`src/ipac_pkg.sv`:
```
// Shared types, constants and helper functions for the IP address classifier.
`default_nettype none

package ipac_pkg;

   typedef enum logic [1:0] {
      FAM_NONE = 2'd0,
      FAM_V4   = 2'd1,
      FAM_V6   = 2'd2,
      FAM_RSVD = 2'd3
   } family_type;

   localparam logic [5:0] PREC_NONE    = 6'd0;
   localparam logic [5:0] PREC_LEGACY  = 6'd1;
   localparam logic [5:0] PREC_TEREDO  = 6'd10;
   localparam logic [5:0] PREC_6TO4    = 6'd20;
   localparam logic [5:0] PREC_V4      = 6'd30;
   localparam logic [5:0] PREC_V6      = 6'd40;
   localparam logic [5:0] PREC_ULA     = 6'd50;
   localparam logic [5:0] PREC_LOOP    = 6'd60;

   localparam int KIND_SITE   = 0;
   localparam int KIND_ULA    = 1;
   localparam int KIND_TEREDO = 2;
   localparam int KIND_6TO4   = 3;
   localparam int KIND_MAPPED = 4;
   localparam int KIND_COMPAT = 5;
   localparam int KIND_6BONE  = 6;
   localparam int KIND_MAC    = 7;

   localparam logic [31:0] WORD_ONES     = 32'hFFFF_FFFF;
   localparam logic [7:0]  V4_NET10      = 8'd10;
   localparam logic [11:0] V4_NET172     = 12'hAC1;
   localparam logic [15:0] V4_NET192     = 16'hC0A8;
   localparam logic [15:0] V4_LINK_LOCAL = 16'hA9FE;
   localparam logic [9:0]  V4_SHARED     = 10'h191;
   localparam logic [7:0]  V4_LOOPBACK   = 8'd127;
   localparam logic [31:0] V6_TEREDO     = 32'h2001_0000;
   localparam logic [15:0] V6_6TO4       = 16'h2002;
   localparam logic [15:0] V6_6BONE      = 16'h3FFE;
   localparam logic [31:0] V6_MAPPED_TAG = 32'h0000_FFFF;
   localparam logic [7:0]  V4_WIDTH      = 8'd32;
   localparam logic [7:0]  V6_WIDTH      = 8'd128;

   typedef struct packed {
      family_type  family;
      logic [63:0] address_high;
      logic [63:0] address_low;
      logic [7:0]  prefix_length;
   } req_type;

   typedef struct packed {
      logic [5:0]  precedence;
      logic        is_private;
      logic        is_loopback;
      logic        is_link_local;
      logic        is_any;
      logic [7:0]  ipv6_kind;
      logic [63:0] truncated_high;
      logic [63:0] truncated_low;
      logic [7:0]  mask_bit_count;
      logic [31:0] word_hash;
   } rsp_type;

   // 32 minus trailing zeros, zero for a zero word
   function automatic logic [5:0] word_span(input logic [31:0] w);
      logic [31:0] x;
      logic [4:0]  tz;
      x  = w;
      tz = '0;
      if (x[15:0] == 16'd0) begin
         tz[4] = 1'b1;
         x     = {16'd0, x[31:16]};
      end
      if (x[7:0] == 8'd0) begin
         tz[3] = 1'b1;
         x     = {8'd0, x[31:8]};
      end
      if (x[3:0] == 4'd0) begin
         tz[2] = 1'b1;
         x     = {4'd0, x[31:4]};
      end
      if (x[1:0] == 2'd0) begin
         tz[1] = 1'b1;
         x     = {2'd0, x[31:2]};
      end
      if (x[0] == 1'b0) begin
         tz[0] = 1'b1;
      end
      if (w == 32'd0) begin
         return 6'd0;
      end
      return 6'd32 - {1'b0, tz};
   endfunction

endpackage

`default_nettype wire

```
`src/ipac_classify.sv`:
```
// Combinational classification, truncation, mask count and hash of one address.
`default_nettype none

module ipac_classify (
   input  var ipac_pkg::req_type req,
   output var ipac_pkg::rsp_type rsp
);

   logic [31:0]  a4;
   logic [31:0]  w0, w1, w2, w3;
   logic [7:0]   b0, b1;
   logic [15:0]  first16;
   logic         hi_zero;
   logic         v4_pnet, v4_shared, v4_loop, v4_ll;
   logic         v6_loop, v6_ll, site, ula, ter, six, mapped, compat, bone, mac;
   logic [31:0]  m4;
   logic [127:0] m6;
   logic [31:0]  pick_word;
   logic [7:0]   pick_base;
   logic [7:0]   v6_mbits;

   assign a4      = req.address_low[31:0];
   assign w0      = req.address_high[63:32];
   assign w1      = req.address_high[31:0];
   assign w2      = req.address_low[63:32];
   assign w3      = req.address_low[31:0];
   assign b0      = req.address_high[63:56];
   assign b1      = req.address_high[55:48];
   assign first16 = req.address_high[63:48];
   assign hi_zero = (req.address_high == 64'd0);

   assign v4_pnet   = (a4[31:24] == ipac_pkg::V4_NET10) || (a4[31:20] == ipac_pkg::V4_NET172) ||
                      (a4[31:16] == ipac_pkg::V4_NET192);
   assign v4_shared = (a4[31:22] == ipac_pkg::V4_SHARED);
   assign v4_loop   = (a4[31:24] == ipac_pkg::V4_LOOPBACK);
   assign v4_ll     = (a4[31:16] == ipac_pkg::V4_LINK_LOCAL);

   assign v6_loop = hi_zero && (req.address_low == 64'd1);
   assign v6_ll   = (b0 == 8'hFE) && (b1[7:6] == 2'b10);
   assign site    = (b0 == 8'hFE) && (b1[7:6] == 2'b11);
   assign ula     = (b0[7:1] == 7'h7E);
   assign ter     = (w0 == ipac_pkg::V6_TEREDO);
   assign six     = (first16 == ipac_pkg::V6_6TO4);
   assign mapped  = hi_zero && (w2 == ipac_pkg::V6_MAPPED_TAG);
   assign compat  = hi_zero && (w2 == 32'd0);
   assign bone    = (first16 == ipac_pkg::V6_6BONE);
   assign mac     = req.address_low[57] && (req.address_low[39:32] == 8'hFF) &&
                    (req.address_low[31:24] == 8'hFE);

   assign m4 = (req.prefix_length >= ipac_pkg::V4_WIDTH) ? ipac_pkg::WORD_ONES :
               ~(ipac_pkg::WORD_ONES >> req.prefix_length[4:0]);
   assign m6 = (req.prefix_length >= ipac_pkg::V6_WIDTH) ? {128{1'b1}} :
               ~({128{1'b1}} >> req.prefix_length);

   always_comb begin
      if (w0 != ipac_pkg::WORD_ONES) begin
         pick_word = w0;
         pick_base = 8'd0;
      end else if (w1 != ipac_pkg::WORD_ONES) begin
         pick_word = w1;
         pick_base = 8'd32;
      end else if (w2 != ipac_pkg::WORD_ONES) begin
         pick_word = w2;
         pick_base = 8'd64;
      end else if (w3 != ipac_pkg::WORD_ONES) begin
         pick_word = w3;
         pick_base = 8'd96;
      end else begin
         pick_word = 32'd0;
         pick_base = 8'd128;
      end
   end

   assign v6_mbits = pick_base + {2'b00, ipac_pkg::word_span(pick_word)};

   always_comb begin
      rsp = '0;
      case (req.family)
         ipac_pkg::FAM_V4: begin
            rsp.precedence     = ipac_pkg::PREC_V4;
            rsp.is_loopback    = v4_loop;
            rsp.is_link_local  = v4_ll;
            rsp.is_private     = v4_ll | v4_loop | v4_pnet | v4_shared;
            rsp.is_any         = (a4 == 32'd0);
            rsp.truncated_low  = {32'd0, a4 & m4};
            rsp.mask_bit_count = {2'b00, ipac_pkg::word_span(a4)};
            rsp.word_hash      = a4;
         end
         ipac_pkg::FAM_V6: begin
            if (v6_loop) begin
               rsp.precedence = ipac_pkg::PREC_LOOP;
            end else if (ula) begin
               rsp.precedence = ipac_pkg::PREC_ULA;
            end else if (mapped) begin
               rsp.precedence = ipac_pkg::PREC_V4;
            end else if (six) begin
               rsp.precedence = ipac_pkg::PREC_6TO4;
            end else if (ter) begin
               rsp.precedence = ipac_pkg::PREC_TEREDO;
            end else if (compat || site || bone) begin
               rsp.precedence = ipac_pkg::PREC_LEGACY;
            end else begin
               rsp.precedence = ipac_pkg::PREC_V6;
            end
            rsp.is_loopback   = v6_loop;
            rsp.is_link_local = v6_ll;
            rsp.is_private    = v6_ll | v6_loop | (b0 == 8'hFD);
            rsp.is_any        = hi_zero && ((req.address_low == 64'd0) ||
                                (req.address_low == {ipac_pkg::V6_MAPPED_TAG, 32'd0}));
            rsp.ipv6_kind[ipac_pkg::KIND_SITE]   = site;
            rsp.ipv6_kind[ipac_pkg::KIND_ULA]    = ula;
            rsp.ipv6_kind[ipac_pkg::KIND_TEREDO] = ter;
            rsp.ipv6_kind[ipac_pkg::KIND_6TO4]   = six;
            rsp.ipv6_kind[ipac_pkg::KIND_MAPPED] = mapped;
            rsp.ipv6_kind[ipac_pkg::KIND_COMPAT] = compat;
            rsp.ipv6_kind[ipac_pkg::KIND_6BONE]  = bone;
            rsp.ipv6_kind[ipac_pkg::KIND_MAC]    = mac;
            rsp.truncated_high = req.address_high & m6[127:64];
            rsp.truncated_low  = req.address_low & m6[63:0];
            rsp.mask_bit_count = v6_mbits;
            rsp.word_hash      = w0 ^ w1 ^ w2 ^ w3;
         end
         default: begin
            rsp = '0;
         end
      endcase
   end

endmodule

`default_nettype wire

```
`src/ip_address_classifier.sv`:
```
// Top level of the IP address classifier: input register, classifier, result register.
//
//   channel  prefix  direction  content
//   request  req_    in         family, 128 address bits, prefix length
//   response rsp_    out        precedence, flags, kind, truncated address, count, hash
//
// One beat in per cycle unless the result side stalls; a response leaves from the result register.
// The input register and the result register form a two-entry pipeline that stalls from the
// result side; req_ready is low only during reset or when both stages hold a beat and
// rsp_ready is low.
// Reset clears both stage valids; the payload registers are not reset.
`default_nettype none

module ip_address_classifier (
   input  var logic        clock,
   input  var logic        reset,
   input  var logic        req_valid,
   output var logic        req_ready,
   input  var logic [1:0]  req_family,
   input  var logic [63:0] req_address_high,
   input  var logic [63:0] req_address_low,
   input  var logic [7:0]  req_prefix_length,
   output var logic        rsp_valid,
   input  var logic        rsp_ready,
   output var logic [5:0]  rsp_precedence,
   output var logic        rsp_is_private,
   output var logic        rsp_is_loopback,
   output var logic        rsp_is_link_local,
   output var logic        rsp_is_any,
   output var logic [7:0]  rsp_ipv6_kind,
   output var logic [63:0] rsp_truncated_high,
   output var logic [63:0] rsp_truncated_low,
   output var logic [7:0]  rsp_mask_bit_count,
   output var logic [31:0] rsp_word_hash
);

   ipac_pkg::req_type req_ff, req_in;
   ipac_pkg::rsp_type rsp_ff, rsp_in, rsp_comb;
   logic              s1_valid_ff, s1_valid_in;
   logic              s2_valid_ff, s2_valid_in;
   logic              s1_ready, s2_ready;

   assign s2_ready  = !s2_valid_ff || rsp_ready;
   assign s1_ready  = !s1_valid_ff || s2_ready;
   assign req_ready = s1_ready && !reset;

   ipac_classify u_classify (
      .req (req_ff),
      .rsp (rsp_comb)
   );

   always_comb begin
      req_in      = req_ff;
      s1_valid_in = s1_valid_ff;
      if (s1_ready) begin
         s1_valid_in = req_valid;
         if (req_valid) begin
            req_in = '{family:        ipac_pkg::family_type'(req_family),
                       address_high:  req_address_high,
                       address_low:   req_address_low,
                       prefix_length: req_prefix_length};
         end
      end
   end

   always_comb begin
      rsp_in      = rsp_ff;
      s2_valid_in = s2_valid_ff;
      if (s2_ready) begin
         s2_valid_in = s1_valid_ff;
         if (s1_valid_ff) begin
            rsp_in = rsp_comb;
         end
      end
   end

   always_ff @(posedge clock) begin
      req_ff <= req_in;
      rsp_ff <= rsp_in;
      if (reset) begin
         s1_valid_ff <= 1'b0;
         s2_valid_ff <= 1'b0;
      end else begin
         s1_valid_ff <= s1_valid_in;
         s2_valid_ff <= s2_valid_in;
      end
   end

   assign rsp_valid          = s2_valid_ff;
   assign rsp_precedence     = rsp_ff.precedence;
   assign rsp_is_private     = rsp_ff.is_private;
   assign rsp_is_loopback    = rsp_ff.is_loopback;
   assign rsp_is_link_local  = rsp_ff.is_link_local;
   assign rsp_is_any         = rsp_ff.is_any;
   assign rsp_ipv6_kind      = rsp_ff.ipv6_kind;
   assign rsp_truncated_high = rsp_ff.truncated_high;
   assign rsp_truncated_low  = rsp_ff.truncated_low;
   assign rsp_mask_bit_count = rsp_ff.mask_bit_count;
   assign rsp_word_hash      = rsp_ff.word_hash;

   a_reset_empty: assert property (@(posedge clock)
      reset |=> !s1_valid_ff && !s2_valid_ff)
      else $error("pipeline not empty after reset");

   a_accept_loads: assert property (@(posedge clock) disable iff (reset)
      req_valid && req_ready |=> s1_valid_ff)
      else $error("accepted beat not held in input stage");

   a_stall_holds: assert property (@(posedge clock) disable iff (reset)
      s1_valid_ff && !s2_ready |=> s1_valid_ff && $stable(req_ff))
      else $error("input stage lost a beat during stall");

   a_loop_private: assert property (@(posedge clock) disable iff (reset)
      rsp_valid && (rsp_is_loopback || rsp_is_link_local) |-> rsp_is_private)
      else $error("loopback or link-local beat not flagged private");

   a_prec_legal: assert property (@(posedge clock) disable iff (reset)
      rsp_valid |-> (rsp_precedence == ipac_pkg::PREC_NONE) ||
                    (rsp_precedence == ipac_pkg::PREC_LEGACY) ||
                    (rsp_precedence == ipac_pkg::PREC_TEREDO) ||
                    (rsp_precedence == ipac_pkg::PREC_6TO4) ||
                    (rsp_precedence == ipac_pkg::PREC_V4) ||
                    (rsp_precedence == ipac_pkg::PREC_V6) ||
                    (rsp_precedence == ipac_pkg::PREC_ULA) ||
                    (rsp_precedence == ipac_pkg::PREC_LOOP))
      else $error("illegal precedence value");

endmodule

`default_nettype wire

```
`config.mk`:
```
export PLATFORM = sky130hd
export DESIGN_NAME = ip_address_classifier
export DESIGN_NICKNAME = d
export VERILOG_FILES = /design/src/ipac_pkg.sv /design/src/ipac_classify.sv /design/src/ip_address_classifier.sv
export SDC_FILE = /design/constraint.sdc
export NUM_CORES = 1
export LEC_CHECK = 0
export ABC_AREA = 1
export BUFFER_PORTS_ARGS = -buffer_cell sky130_fd_sc_hd__buf_4
export CORE_MARGIN = 2
export CORE_UTILIZATION = 50
export DETAILED_ROUTE_END_ITERATION = 8
export MAX_ROUTING_LAYER = met4
export PLACE_DENSITY = 0.75
export RECOVER_POWER = 100
export SLEW_MARGIN = 5
export SYNTH_ARGS = -nofsm -noshare
export SYNTH_HDL_FRONTEND = slang
export SYNTH_HIERARCHICAL = 1
export SYNTH_SLANG_ARGS = --single-unit
```
`constraint.sdc`:
```
create_clock -name clock -period 11.9 [get_ports clock]
set_input_delay 1.785 -clock clock [delete_from_list [all_inputs] [get_ports clock]]
set_output_delay 1.785 -clock clock [all_outputs]
set_load 0.03 [all_outputs]
```
# [Word-level counts from Yosys, hierarchy flattened]
# Cells that the tools add are included.
[word_totals] register_bits=326 input_bits=142 out_inout_bits=188 wordCells=147
[op_classes] n_addsub=3 order_cmp=2 eq_ne=25 shift=2 muxes=52 bitwise_logic=13 n_reduce_logical=34
[op_table] op="case mux 104 bit (2 select lines)" count=1
[op_table] op="two-way mux 32 bit" count=5
[op_table] op="bitwise AND 64 bit" count=2
[op_table] op="zero test 64 bit" count=2
[op_table] op="two-way mux 128 bit" count=1
[op_table] op="!= test 32 bit (second input constant)" count=4
[op_table] op="inverter 128 bit" count=1
[op_table] op="right shift 128 x 8 -> 128 bit (first input constant)" count=1
[op_table] op="zero test 32 bit" count=3
[op_table] op="XOR 32 bit" count=3
[op_table] op="== test 64 x 1 -> 1 bit (second input constant)" count=1
[op_table] op="== test 64 x 48 -> 1 bit (second input constant)" count=1
[op_table] op="two-way mux 6 bit" count=10
[op_table] op="two-way mux 15 bit" count=3
[op_table] op="bitwise AND 32 bit" count=1
[op_table] op="== test 16 x 14 -> 1 bit (second input constant)" count=2
[op_table] op="== test 16 bit (second input constant)" count=2
[op_table] op="== test 32 x 16 -> 1 bit (second input constant)" count=1
[op_table] op="== test 32 x 30 -> 1 bit (second input constant)" count=1
[op_table] op="== test 8 bit (second input constant)" count=4
[op_table] op="zero test 16 bit" count=2
[op_table] op="two-way mux 8 bit" count=4
[op_table] op="inverter 32 bit" count=1
[op_table] op="right shift 32 x 5 -> 32 bit (first input constant)" count=1
[op_table] op="23 further kinds" count=74

# [Depth between registers and ports, before layout]
[logic_depth] depth_word=18 depth_mapped=28 mapped_depth_nobuf=26

# [Modules after synthesis]
# Netlist, hierarchy kept.
[by_module_without_submodules] module="ip_address_classifier" instances=1 cells_each=339 area_per_inst_um2=9831.9 seq_area_each_um2=9769.4
[by_module_without_submodules] module="ipac_classify" instances=1 cells_each=1303 area_per_inst_um2=6580.1 seq_area_each_um2=0.0

# [Least setup slack after synthesis]
# Ideal clock, no wire load.
[synth_path] path_kind="input to register" start="input rsp_ready" end="register rsp_ff (netlist bit rsp_ipv6_kind[0]), enable pin" setup_ps=794 arrival_ps=10781 required_time_ps=11106 path_slack_ps=326 path_stages=2 n_path_buf=0 path_cell_list="inv_1 a21oi_1"
[synth_between] elab_chain_len=2
[synth_lines] element="start: declaration" line_no="ip_address_classifier.sv:24" rtl="input var logic rsp_ready,"
[synth_lines] element="logical OR 1 bit" line_no="ip_address_classifier.sv:43" rtl="assign s2_ready = !s2_valid_ff || rsp_ready;"
[synth_lines] element="AND reduction 2 bit (no line)"
[synth_lines] element="end signal: assignment" line_no="ip_address_classifier.sv:79" rtl="rsp_ff <= rsp_in;"
[synth_lines] element="end: declaration" line_no="ip_address_classifier.sv:38" rtl="ipac_pkg::rsp_type rsp_ff, rsp_in, rsp_comb;"
# No other way between the ends.
# A chain may end at the register's enable or synchronous reset.

# [Worst setup path after layout]
[layout_path] start="input rsp_ready" end="register req_ff[42] in the netlist's numbering, enable pin"
[layout_between] elab_chain_len=3
[layout_lines] element="logical OR 1 bit" line_no="ip_address_classifier.sv:43"
[layout_lines] element="logical OR 1 bit" line_no="ip_address_classifier.sv:44" rtl="assign s1_ready = !s1_valid_ff || s2_ready;"
[layout_lines] element="AND reduction 2 bit (no line)"
[layout_lines] element="end signal: assignment" line_no="ip_address_classifier.sv:78" rtl="req_ff <= req_in;"
[layout_lines] element="end: declaration" line_no="ip_address_classifier.sv:37" rtl="ipac_pkg::req_type req_ff, req_in;"
# No other way between the ends.

==> flow_metrics.tcl <==
set metrics [dict create \
    drv_slew 456 \
    switching_share 0.2736 \
    cts_root_buffer "clkbuf_16" \
    yosysUniqueCellTypes 53 \
    power.density_nw_per_um2 142.9 \
    slowest_stage "clkinvlp_2" \
    worst_path_largest_cell_delay_ns 2.58 \
    tns_ns 0 \
    synth_cells 1642 \
    wl_met3_mm 9.541 \
    async_flop_share 0 \
    status "finished, violations left" \
    synth-main-ff-cell "edfxtp_1" \
    h-tree-depth 2 \
    seq_area_frac_synth 0.5953 \
    fmax_mhz 135.8 \
    cp-start-kind "input port" \
    dp_hpwl_mm 53.07 \
    drt-initial-drc-count 2772 \
    io-pin-count 330 \
    cp.arrival_ns 7.04 \
    cts_sinks 326 \
    syn_area_sq_um 16410 \
    grt-ovfl-total 0 \
    worst_pin_slew_ns 4.370 \
    initial_core_util 0.5057 \
    antenna_found_initial 1 \
    cp-end-kind "flip-flop" \
    drc_errors 0 \
    ys_ff_latch 326 \
    chipWidth_um 185.2 \
    synth_edf_count 324 \
    fin_nets 2112 \
    rsz0062_at_grt "false" \
    syn_area_per_cell_sq_um 9.995 \
    critPathBufInv 4 \
    p_int_mw 2.030 \
    clock_power_share 0.369 \
    grt_max_degree 80 \
    wl_per_cell_um 28.99 \
    clock_skew_ns 0.02694 \
    grt_pass1_wl_mm 98.34 \
    numCtsBuffers 34 \
    max-cap-violations 9 \
    final_hold_viol_count 0 \
    worst_ep_required_time_ns 11.58 \
    comb_power_share 0.129 \
    failed_checks "capacitance limit, slew limit" \
    cts.hold.buffers_added 0 \
    fill_cells 2923 \
    switchingPower_mw 0.7648 \
    hp-class "flip-flop to flip-flop" \
    fp-row-count 66 \
    fp.dieH_um 185.2 \
    crit_chain "clkbuf_4 > inv_1 > nand3_1 > nand2_1 > clkinvlp_2 > clkbuf_1" \
    cts_tree "built" \
    path_class "input port to flip-flop" \
    num_vias 15070 \
    ir_drop_v 0.0001566 \
    seq_power_share 0.502 \
    leakage_nw 7.588 \
    crit_fanout 71 \
    track_usage 0.4197 \
    holdWs_ns 0.5337 \
    relSlewSlack -1.913 \
    wl_mm 70.54 \
    cp_top_family "buffers and inverters" \
    cts_setup_buffers 0 \
    min_period_over_period 0.6187 \
    setup_viol 0 \
    syn_nets 1788 \
    grt_pass1_vias 14442 \
    final_common_cell "edfxtp_1" \
    finalNonFillerCells 2433 \
    dieArea_sq_um 34290 \
    dpl.cell_count 2372 \
    area_delta_synth_final_pct 19.17 \
    clkTransAtPathRegs_ns 0.06 \
    yosys_warnings 6 \
    cts_max_path_buffers 3 \
    period_minus_slack_ns 7.362 \
    post_cts_resized 0 \
    fin_util 0.6027 \
    clk_latency_ns 0.53 \
    portBuffers 329 \
    gp_congestion 1.071 \
    drtPass1Iterations 7 \
    postRouteAntennaNets 0 \
    wl_met2_mm 30.41 \
    wl_met1_mm 26.75 \
    viasPerCell 6.194 \
    fp.coreArea_sq_um 32450 \
    top_layer "met4" \
    layout-drive-gt1-share 0.1196 \
    final_cell_mix "edfxtp_1 (324), nand2_1 (264), clkbuf_1 (215)" \
]
-- final timing paths --
path,from,endpoint,slack [ns],cells after the start
worst max-delay path,rsp_ready,req_ff[42],4.54,6
worst min-delay path,s1_valid_ff,s1_valid_ff,0.53,2
worst max register to register,rsp_valid,req_ff[42],5.58,4
worst min register to register,s1_valid_ff,s1_valid_ff,0.53,2
-- state kept, by name, summed over array words and instances (netlist names) --
name	cells
rsp_is_link_local	1
rsp_is_any	1
rsp_mask_bit_count	8
rsp_truncated_low	64
rsp_valid	1
rsp_ipv6_kind	8
rsp_is_loopback	1
rsp_is_private	1
s1_valid_ff	1
rsp_precedence	6
rsp_truncated_high	64
rsp_word_hash	32
req_ff	138
-- worst reg2reg max path, cell delays in order (launching register included) --
cell and delay (ns):
dfxtp_1 0.43, nand3_1 0.17, nand2_1 0.11, clkinvlp_2 2.58
clkbuf_1 2.14
-- through the flow --
step | total power, mW | setup slack [ns] | area (sq um)
floorplan | 1.612 | 0.3257 | 16410
detailed placement | 1.789 | 7.710 | 19300
finish | 2.795 | 4.538 | 19560
CTS | 2.802 | 7.699 | 20350
global placement | 1.788 | 7.719 | 19300
global route | 2.859 | 3.950 | 19560
-- synth_stat cells (18+ instances only) --
cell type / n / area (sq um)
xnor2_1: 32 / 280.3
inv_1: 191 / 716.9
nor2_1: 211 / 792.0
o22ai_1: 34 / 212.7
a31oi_1: 18 / 112.6
a211oi_1: 30 / 225.2
nor3_1: 42 / 210.2
clkbuf_1: 35 / 131.4
a21oi_1: 63 / 315.3
nand3_1: 64 / 320.3
nor4_1: 27 / 168.9
nand2_1: 262 / 983.4
xor2_1: 64 / 560.5
nand4_1: 33 / 206.5
o21ai_0: 71 / 355.3
edfxtp_1: 324 / 9729
nand2_2: 21 / 131.4
-- final cells by class --
cell class | count | area (sq um) | share of cell area
clock inverters | 13 | 121.4 | 0.006205
repair buffers | 350 | 1858 | 0.09500
clock buffers | 47 | 930.9 | 0.04759
well taps | 442 | 553.0 | 0.02828
inverters | 197 | 742.0 | 0.03793
diodes | 1 | 2.502 | 0.0001279
multi-input cells | 1057 | 5582 | 0.2854
flip-flops and latches | 326 | 9769 | 0.4995
-- power groups by stage --
stage                     clock network [mW]  registers (mW)  logic [mW]
final                                   1.03            1.40       0.361
after global routing                    1.08            1.41       0.376
after CTS                               1.03            1.39       0.373
after detailed placement                   0            1.42       0.371
after global placement                     0            1.42       0.370
after floorplan                            0            1.45       0.162
-- logic make-up after synthesis --
kind of cell | count (synthesis) | synth area share
AND/OR/NAND/NOR | 690 | 0.1872
flip-flops | 326 | 0.5953
AO/OA/AOI/OAI | 267 | 0.09941
buffers and inverters | 259 | 0.06381
XOR/XNOR | 96 | 0.05123
adder cells (fa/ha/maj) | 4 | 0.003050
-- per-layer routing --
| metal | vias to the layer above | GRT usage |
|---|---|---|
| met1 | 7163 | 0.5493 |
| met4 | 0 | 0.1867 |
| met2 | 1274 | 0.6090 |
| li1 | 6356 | - |
| met3 | 277 | 0.1205 |
| met5 | - | - |
(Power assumes the default switching activity.)
